===== config.mk =====
export PLATFORM = sky130hd
export DESIGN_NAME = pbts_cell
export DESIGN_NICKNAME = d
export VERILOG_FILES = /design/src/pbts_pkg.sv /design/src/pbts_cell.sv
export SDC_FILE = /design/constraint.sdc
export NUM_CORES = 1
export LEC_CHECK = 0
export CAP_MARGIN = 10
export CORE_UTILIZATION = 30
export CTS_BUF_LIST = sky130_fd_sc_hd__clkbuf_4 sky130_fd_sc_hd__clkbuf_8
export CTS_CLUSTER_SIZE = 8
export DETAILED_ROUTE_END_ITERATION = 6
export DONT_BUFFER_PORTS = 1
export SETUP_SLACK_MARGIN = 0.4
export SLEW_MARGIN = 20
export SYNTH_ARGS = -nofsm -noshare
export SYNTH_HDL_FRONTEND = slang
export SYNTH_SLANG_ARGS = --single-unit

===== constraint.sdc =====
create_clock -name clock -period 4.2 [get_ports clock]
set_clock_uncertainty 0.15 [all_clocks]
set_input_delay 0.84 -clock clock [delete_from_list [all_inputs] [get_ports clock]]
set_output_delay 0.84 -clock clock [all_outputs]
set_load 0.02 [all_outputs]

===== src/pbts_pkg.sv =====
// Shared types and constants for the bitmap priority task scheduler.
// Used by the scheduler cells, the top level and the port checker.
`timescale 1ns / 1ps

package pbts_pkg;

   localparam int NUM_PRIORITIES_DEF = 32;
   localparam int PRIO_W             = 5;
   localparam int OP_W               = 2;
   localparam int TICKS_W            = 16;
   localparam int TICK_W             = 32;
   localparam int MASK_W             = 32;
   localparam int REQ_DATA_W         = 24;
   localparam int RSP_DATA_W         = 72;

   localparam logic [OP_W-1:0] OP_TICK   = 2'd0;
   localparam logic [OP_W-1:0] OP_DELAY  = 2'd1;
   localparam logic [OP_W-1:0] OP_CREATE = 2'd2;
   localparam logic [OP_W-1:0] OP_NOP    = 2'd3;

   // Command broadcast to every cell at the cycle an item is accepted.
   typedef struct packed {
      logic                apply;
      logic [OP_W-1:0]     op;
      logic [PRIO_W-1:0]   prio;       // target priority for create or delay
      logic [TICK_W-1:0]   tick_next;  // counter value after a tick
      logic                wrap;       // tick wraps the counter to zero
      logic [TICK_W-1:0]   wake;       // wake time of a delay
      logic                wake_late;  // wake time lies past the next wrap
   } cmd_type;

   // Highest ready priority seen so far along the chain.
   typedef struct packed {
      logic              found;
      logic [PRIO_W-1:0] prio;
   } carry_type;

endpackage


===== src/pbts_cell.sv =====
// One scheduler cell: the wake times, ready bit and delayed bit of a single
// priority, plus one registered stage of the highest-ready search chain.
// Depends on pbts_pkg.
`timescale 1ns / 1ps

module pbts_cell #(
   parameter int CELL_INDEX = 0
) (
   input  logic                clock,
   input  logic                reset,
   input  pbts_pkg::cmd_type   cmd,
   input  pbts_pkg::carry_type carry_in,
   output pbts_pkg::carry_type carry_out,
   output logic                ready_o,
   output logic                delayed_o
);

   logic                        ready_ff, ready_in;
   logic                        delayed_ff, delayed_in;
   logic [pbts_pkg::TICK_W-1:0] now_ff, now_in;
   logic [pbts_pkg::TICK_W-1:0] after_ff, after_in;
   pbts_pkg::carry_type         carry_ff, carry_in_next;

   logic                        sel;
   logic [pbts_pkg::TICK_W-1:0] now_eff;
   logic [pbts_pkg::TICK_W-1:0] after_eff;
   logic                        due;

   assign sel       = (cmd.prio == pbts_pkg::PRIO_W'(CELL_INDEX));
   // On a counter wrap the two tables trade places before the compare.
   assign now_eff   = cmd.wrap ? after_ff : now_ff;
   assign after_eff = cmd.wrap ? now_ff : after_ff;
   assign due       = (now_eff != '0) && (cmd.tick_next >= now_eff);

   always_comb begin
      ready_in   = ready_ff;
      delayed_in = delayed_ff;
      now_in     = now_ff;
      after_in   = after_ff;
      if (cmd.apply) begin
         unique case (cmd.op)
            pbts_pkg::OP_TICK: begin
               after_in = after_eff;
               if (due) begin
                  now_in     = '0;
                  delayed_in = 1'b0;
                  ready_in   = 1'b1;
               end else begin
                  now_in = now_eff;
               end
            end
            pbts_pkg::OP_DELAY: begin
               if (sel) begin
                  if (cmd.wake_late) begin
                     after_in = cmd.wake;
                  end else begin
                     now_in = cmd.wake;
                  end
                  delayed_in = 1'b1;
                  ready_in   = 1'b0;
               end
            end
            pbts_pkg::OP_CREATE: begin
               if (sel) begin
                  ready_in = 1'b1;
               end
            end
            default: begin
            end
         endcase
      end
   end

   // A higher cell overrides whatever the lower cells found.
   always_comb begin
      if (ready_ff) begin
         carry_in_next.found = 1'b1;
         carry_in_next.prio  = pbts_pkg::PRIO_W'(CELL_INDEX);
      end else begin
         carry_in_next = carry_in;
      end
   end

   always_ff @(posedge clock) begin
      if (reset) begin
         ready_ff   <= 1'b0;
         delayed_ff <= 1'b0;
         now_ff     <= '0;
         after_ff   <= '0;
         carry_ff   <= '0;
      end else begin
         ready_ff   <= ready_in;
         delayed_ff <= delayed_in;
         now_ff     <= now_in;
         after_ff   <= after_in;
         carry_ff   <= carry_in_next;
      end
   end

   assign carry_out = carry_ff;
   assign ready_o   = ready_ff;
   assign delayed_o = delayed_ff;

endmodule


==> results of run 1 <==
==> cell usage after synthesis (all sizes together), types with 2 or more instances <==
cell type	n	share of area, %
and2	6	0.85
dfxtp	72	33
a311oi	64	14
a21oi	11	1.3
nand2b	4	0.74
a21o	2	0.34
nand2	70	6.0
ha	32	9.1
nor3	7	0.80
clkbuf	31	2.6
nand4	8	1.1
nor4	13	1.8
mux2i	31	7.1
o21a	3	0.51
o21ai	6	0.68
nor2b	4	0.57
buf	10	1.8
a211oi	2	0.34
nor2	107	9.1
nand3	35	5.0
==> through the flow <==
stage / cells / worst slack [ns] / hold slack (ns)
floorplan: 532 / 0.412 / 0.321
global placement: 679 / 0.778 / 0.327
detailed placement: 679 / 0.645 / 0.342
CTS: 695 / 0.986 / 0.353
global route: 695 / 0.882 / 0.375
finish: 695 / 0.932 / 0.353
==> worst min-delay path by stage <==
stage,start,endpoint,depth (start not counted)
after detailed placement,now_ff[6],after_ff[6],2
after floorplan,now_ff[22],after_ff[22],2
after global routing,now_ff[6],after_ff[6],2
final,after_ff[6],after_ff[6],2
after global placement,now_ff[8],after_ff[8],2
after CTS,now_ff[6],after_ff[6],2
==> metal layers <==
metal | vias up | share of wire, %
met5 | - | 0
met4 | 0 | 1.4
met3 | 15 | 7.4
met2 | 160 | 48
met1 | 1892 | 43
li1 | 1921 | -
==> sequential cells by signal, indices dropped and copies added, names as in the netlist <==
name / cells
after_ff: 32
carry_out: 6
delayed_o: 1
now_ff: 32
ready_o: 1
==> worst reg2reg max path, cell delays in order, from the launching register on <==
cell and delay [ns]:
dfxtp_1 0.35, mux2_2 0.29, ha_1 0.28, nand2b_4 0.15, a2111oi_4 0.36, nor3_1 0.09, o311a_1 0.32, o211ai_2 0.18
buf_4 0.33, nand3_1 0.14, a311oi_1 0.31
==> cell families after synthesis <==
group	count (synthesis)	synth area share (%)
DFF	72	32.8
adders and majority gates	32	9.10
AOI/OAI and AO/OA	97	19.7
and+or+nand+nor	257	26.5
buffers and inverters	42	4.55
muxes	32	7.31
==> where the power goes <==
group	total [mW]	internal, mW	switching, mW
clock	0.623	0.344	0.278
sequential	0.747	0.713	0.0342
combinational	0.268	0.108	0.160
total	1.64	1.17	0.472
==> cells in the final DEF (no fill, tap or decap), types with 2 or more instances in the layout <==
cell / netlist / layout
mux2i_1: 31 / 31
a211oi_1: 2 / 2
dfxtp_1: 72 / 72
nand3_2: 9 / 9
a21oi_1: 11 / 10
clkbuf_8: 0 / 9
nor3_1: 7 / 7
ha_1: 32 / 32
nand4_1: 8 / 8
a311oi_2: 10 / 10
nor2b_1: 4 / 3
bufinv_16: 0 / 2
o21a_1: 3 / 3
nor2_1: 107 / 106
nand3_1: 26 / 26
buf_4: 2 / 7
and2_1: 6 / 6
nand2b_1: 3 / 3
nand2_1: 70 / 70
o21ai_0: 6 / 6
clkinvlp_4: 0 / 2
a311oi_1: 54 / 54
a21o_1: 2 / 2
nor4_1: 13 / 13
==> area by class of cell <==
type                    count  area share [%]
multi-input cells         418            58.7
flip-flops and latches     72            30.3
well taps                 180            4.73
clock buffers              10            2.76
clock inverters             6            1.95
repair buffers              8            1.53
inverters                   1          0.0789
==> impl_metrics.tcl, run 1 <==
set metrics [dict create \
    crit-reg2reg-launch "now_ff[0]" \
    largest_stage_delay_worst_path_ns 0.36 \
    critical_path_required_ns 4.29 \
    gp_congestion 0.819 \
    ff_latch_area_um2 1440 \
    cts.sinks 72 \
    synthDistinctLibCells 39 \
    hold_viol_final 0 \
    post_drt_via_cell_ratio 5.74 \
    worst_path_dominant_cell_family "compound AO/OA/AOI/OAI gates" \
    synth_seq_cells 72 \
    crit_cells 10 \
    path_buf_inv 1 \
    dr.pass1.iters 5 \
    layout.nets 624 \
    avgSynthCellArea_um2 8.27 \
    clock_latency_ns 0.34 \
    globalRouteMet2Util_pct 30.4 \
    drv_slew 0 \
    multi_input_comb_area_um2 2790 \
    tritoncts_clock_tree "yes" \
    cts.path.max_buffers 2 \
    crit_path_cell_trace "mux2_2, ha_1, nand2b_4, a2111oi_4, nor3_1, o311a_1, o211ai_2, buf_4, nand3_1, a311oi_1" \
    worst_r2r_endpoint "now_ff[21]" \
    initial_core_util_pct 31.2 \
    finalWorstPathRequiredPeriod_ns 3.27 \
    max_freq_mhz 306 \
    setup_total_neg_slack_ns 0 \
    post_synth_instance_area_um2 4400 \
    gr-usage-all-layers_pct 18.4 \
    route.detailed.drc 0 \
    clock-root-buffer "clkbuf_8" \
    timing.reg2reg.setup_slack_ns 1.17 \
    numCtsBuffers 9 \
    grt_max_degree 69 \
    outcome "complete, no violations" \
    ant_nets 0 \
    standard_cell_core_area_um2 14100 \
    least_margin_pin_slew_ns 0.812 \
    io_port_bufs 0 \
    synth_sequential_area_ratio_pct 32.8 \
    detailedPlacementHpwl_um 9830 \
    crit_start_category "input port" \
    number_of_h_tree_levels 3 \
    setup_viol 0 \
    final.fill_count 1501 \
    fp.dieW_um 123 \
    worst_setup_path_end_kind "register" \
    report.power.total_mw 1.64 \
    ff2ff_path_depth 10 \
    synthToLayoutAreaGrowth_pct 8.19 \
    num_vias 3988 \
    wl_per_cell_um 19.4 \
    final_util_pct 33.8 \
    type_of_the_tightest_min_delay_check "reg2reg" \
    fin_crit_sh_pct 77.8 \
    crit_path_max_fanout 37 \
    maxCapViolations 0 \
    antenna_found_initial 0 \
    fp-row-count 43 \
    syn-instance-count 532 \
    postPlaceCellArea_um2 4530 \
    cts_repair_resize_count 0 \
    timing.critical_path.arrival_ns 3.36 \
    power.static_leakage_nw 1.57 \
    grtUsageMet1_pct 23.8 \
    synth_enable_flop_cells 0 \
    die_y_um 123 \
    crit_type "in2reg" \
    post-route-cell-area_um2 4760 \
    cts_setup_buffers 0 \
    drive_above_1_share_pct 10.3 \
    drt_wirelength_um 13500 \
    rsz0062_at_grt "false" \
    io-pin-count 90 \
    gr-usage-met3_pct 3.83 \
    fraction_of_registers_with_async_set_or_reset_after_synthesis_pct 0 \
    worst_slew_margin_relative_to_its_limit_pct 45.8 \
    grt_pass1_wl_um 21300 \
    grt-busiest-layer "met2" \
    worst_path_clk_slew_ns 0.08 \
    design.die.area_um2 15100 \
    grt_pass1_vias 3970 \
    timing.critical_path.to "now_ff[21]" \
    critPathLaunch "cmd[33]" \
    synth_top_flop_cell "dfxtp_1" \
    synthesis.yosys.warnings 0 \
    cts_hold_buf 0 \
    initialDrtViolationCount 332 \
    power_density_nw_per_um2 344 \
    syn-num-nets 646 \
    worst_vdd_ir_uv 150 \
    antenna-diode-count 0 \
    grt_overflow_total 0 \
    critical_path.slowest_cell "a2111oi_4" \
]
No activity file was read; power rests on OpenSTA's default activity.
==> run 2: changes to the inputs <==
==> constraint.sdc (replaced) <==
create_clock -name clock -period 3.43 [get_ports clock]
set_clock_uncertainty 0.15 [all_clocks]
set_input_delay 0.686 -clock clock [delete_from_list [all_inputs] [get_ports clock]]
set_output_delay 0.686 -clock clock [all_outputs]
set_load 0.02 [all_outputs]
==> impl_metrics.tcl, run 2 (synthesis gave the netlist of run 1 again) <==
set metrics [dict create \
    worst_path_clk_slew_ns 0.07 \
    finalHoldWorstSlack_ns 0.247 \
    final.fill_count 1460 \
    num_vias 3883 \
    number_of_h_tree_levels 3 \
    numCtsBuffers 9 \
    standard_cell_core_area_um2 14100 \
    dr.pass1.iters 4 \
    die_y_um 123 \
    timing.critical_path.arrival_ns 3.01 \
    clockPowerShare_pct 32.7 \
    io-pin-count 90 \
    outcome "complete, no violations" \
    postPlaceCellArea_um2 4720 \
    max_freq_mhz 350 \
    least_margin_pin_slew_ns 0.761 \
    rsz0062_at_grt "false" \
    grt_max_degree 69 \
    grt_pass1_wl_um 21000 \
    fin_crit_sh_pct 83.3 \
    maxCapViolations 0 \
    design.die.area_um2 15100 \
    fp-row-count 43 \
    cts_setup_buffers 0 \
    ant_nets 0 \
    initialDrtViolationCount 239 \
    setup_viol 0 \
    drv_slew 0 \
    cts_hold_buf 0 \
    critical_path_required_ns 3.58 \
    power.static_leakage_nw 1.59 \
    tritoncts_clock_tree "yes" \
    cts.sinks 72 \
    commonest_non_fill_non_tap_cell_in_the_layout "nor2_1" \
    pwr-share-seq_pct 49.2 \
    antenna_found_initial 0 \
    hold_viol_final 0 \
    final_util_pct 34.7 \
    cts.path.max_buffers 2 \
    worst_vdd_ir_uv 155 \
    worst_slew_margin_relative_to_its_limit_pct 48.7 \
    net-switching-power_mw 0.553 \
    post-route-cell-area_um2 4880 \
    timing.reg2reg.setup_slack_ns 0.57 \
    worst_r2r_endpoint "ready_o" \
    grt_overflow_total 0 \
    synthToLayoutAreaGrowth_pct 11.1 \
    io_port_bufs 0 \
    grt_pass1_vias 3847 \
    hold-path-cell-count 1 \
    report.power.total_mw 1.86 \
    ff2ff_path_depth 10 \
    clock_latency_ns 0.36 \
    layout.nets 627 \
    drive_above_1_share_pct 14.5 \
    clock-root-buffer "clkbuf_8" \
    crit-reg2reg-launch "now_ff[13]" \
    crit_type "reg2reg" \
    route.detailed.drc 0 \
    post_drt_via_cell_ratio 5.58 \
    setup_total_neg_slack_ns 0 \
    cts_repair_resize_count 0 \
    finalWorstPathRequiredPeriod_ns 2.86 \
    drt_wirelength_um 13300 \
    power_density_nw_per_um2 381 \
    gp_congestion 0.863 \
    fp.dieW_um 123 \
    gr-usage-all-layers_pct 18.3 \
    wl_per_cell_um 19.1 \
    type_of_the_tightest_min_delay_check "in2reg" \
    worst_setup_path_end_kind "register" \
    crit_start_category "register" \
    detailedPlacementHpwl_um 9550 \
    min-delay-start "reset" \
    share_comb_of_total_power_pct 18.2 \
    hold-path-endpoint "carry_out[5]" \
    cellInternalPower_mw 1.31 \
    antenna-diode-count 0 \
    layout.cells.most_common_list "nor2_1 (106), dfxtp_1 (72), nand2_1 (70)" \
    crit_path_max_fanout 16 \
    switching_power_as_a_share_of_total_power_pct 29.7 \
    initial_core_util_pct 31.2 \
]
run 2: cell count changes in the layout (fill, tap and decap cells not counted), sizes merged:
cell and delta:
buf +3, clkbuf +3, bufinv -2, clkinvlp -2
inv -1
run 2: layout make-up:
cell class,instances,area (um2),area share (%)
sequential,72,1440,29.5
clock buffer,13,160,3.28
timing repair buffer,11,133,2.72
multi-input combinational,418,2920,59.7
tap,180,225,4.61
clock inverter,1,5.00,0.102
inverter,1,3.75,0.0768
run 2: power groups by stage:
stage / sequential, mW / combinational, mW / clock, mW
2_1_floorplan: 0.921 / 0.290 / 0
3_3_place_gp: 0.933 / 0.330 / 0
3_5_place_dp: 0.934 / 0.339 / 0
4_1_cts: 0.915 / 0.341 / 0.621
5_1_grt: 0.920 / 0.379 / 0.653
6_report: 0.915 / 0.338 / 0.608
run 2: routing by layer:
layer / global-route usage [%] / up-vias / routed length (um)
met5: 0 / - / 0
li1: - / 1920 / -
met3: 6.37 / 17 / 1170
met2: 29.7 / 111 / 6220
met1: 22.4 / 1835 / 5650
met4: 6.48 / 0 / 276
run 2: worst max-delay path by stage:
stage / startpoint / endpoint / slack [ns]
after floorplan: cmd[33] / now_ff[11] / 0.09
after global placement: cmd[33] / now_ff[0] / 0.31
after detailed placement: cmd[33] / now_ff[3] / 0.25
after global routing: now_ff[13] / ready_o / 0.46
after CTS: after_ff[17] / ready_o / 0.62
final: now_ff[13] / ready_o / 0.57
run 2: critical path, stage by stage, from the launching register on:
cell and delay, ns:
dfxtp_1 0.43, mux2i_1 0.17, ha_1 0.33, nand4_1 0.13, nor3_1 0.40, a21oi_1 0.13, nand3_1 0.18, o211ai_4 0.13
buf_12 0.22, a221oi_1 0.36, o31a_1 0.16
run 2: metrics by stage:
step / setup slack (ns) / std cells
2_1_floorplan: 0.0882 / 532
3_3_place_gp: 0.308 / 682
3_5_place_dp: 0.254 / 682
4_1_cts: 0.617 / 696
5_1_grt: 0.464 / 696
6_report: 0.574 / 696
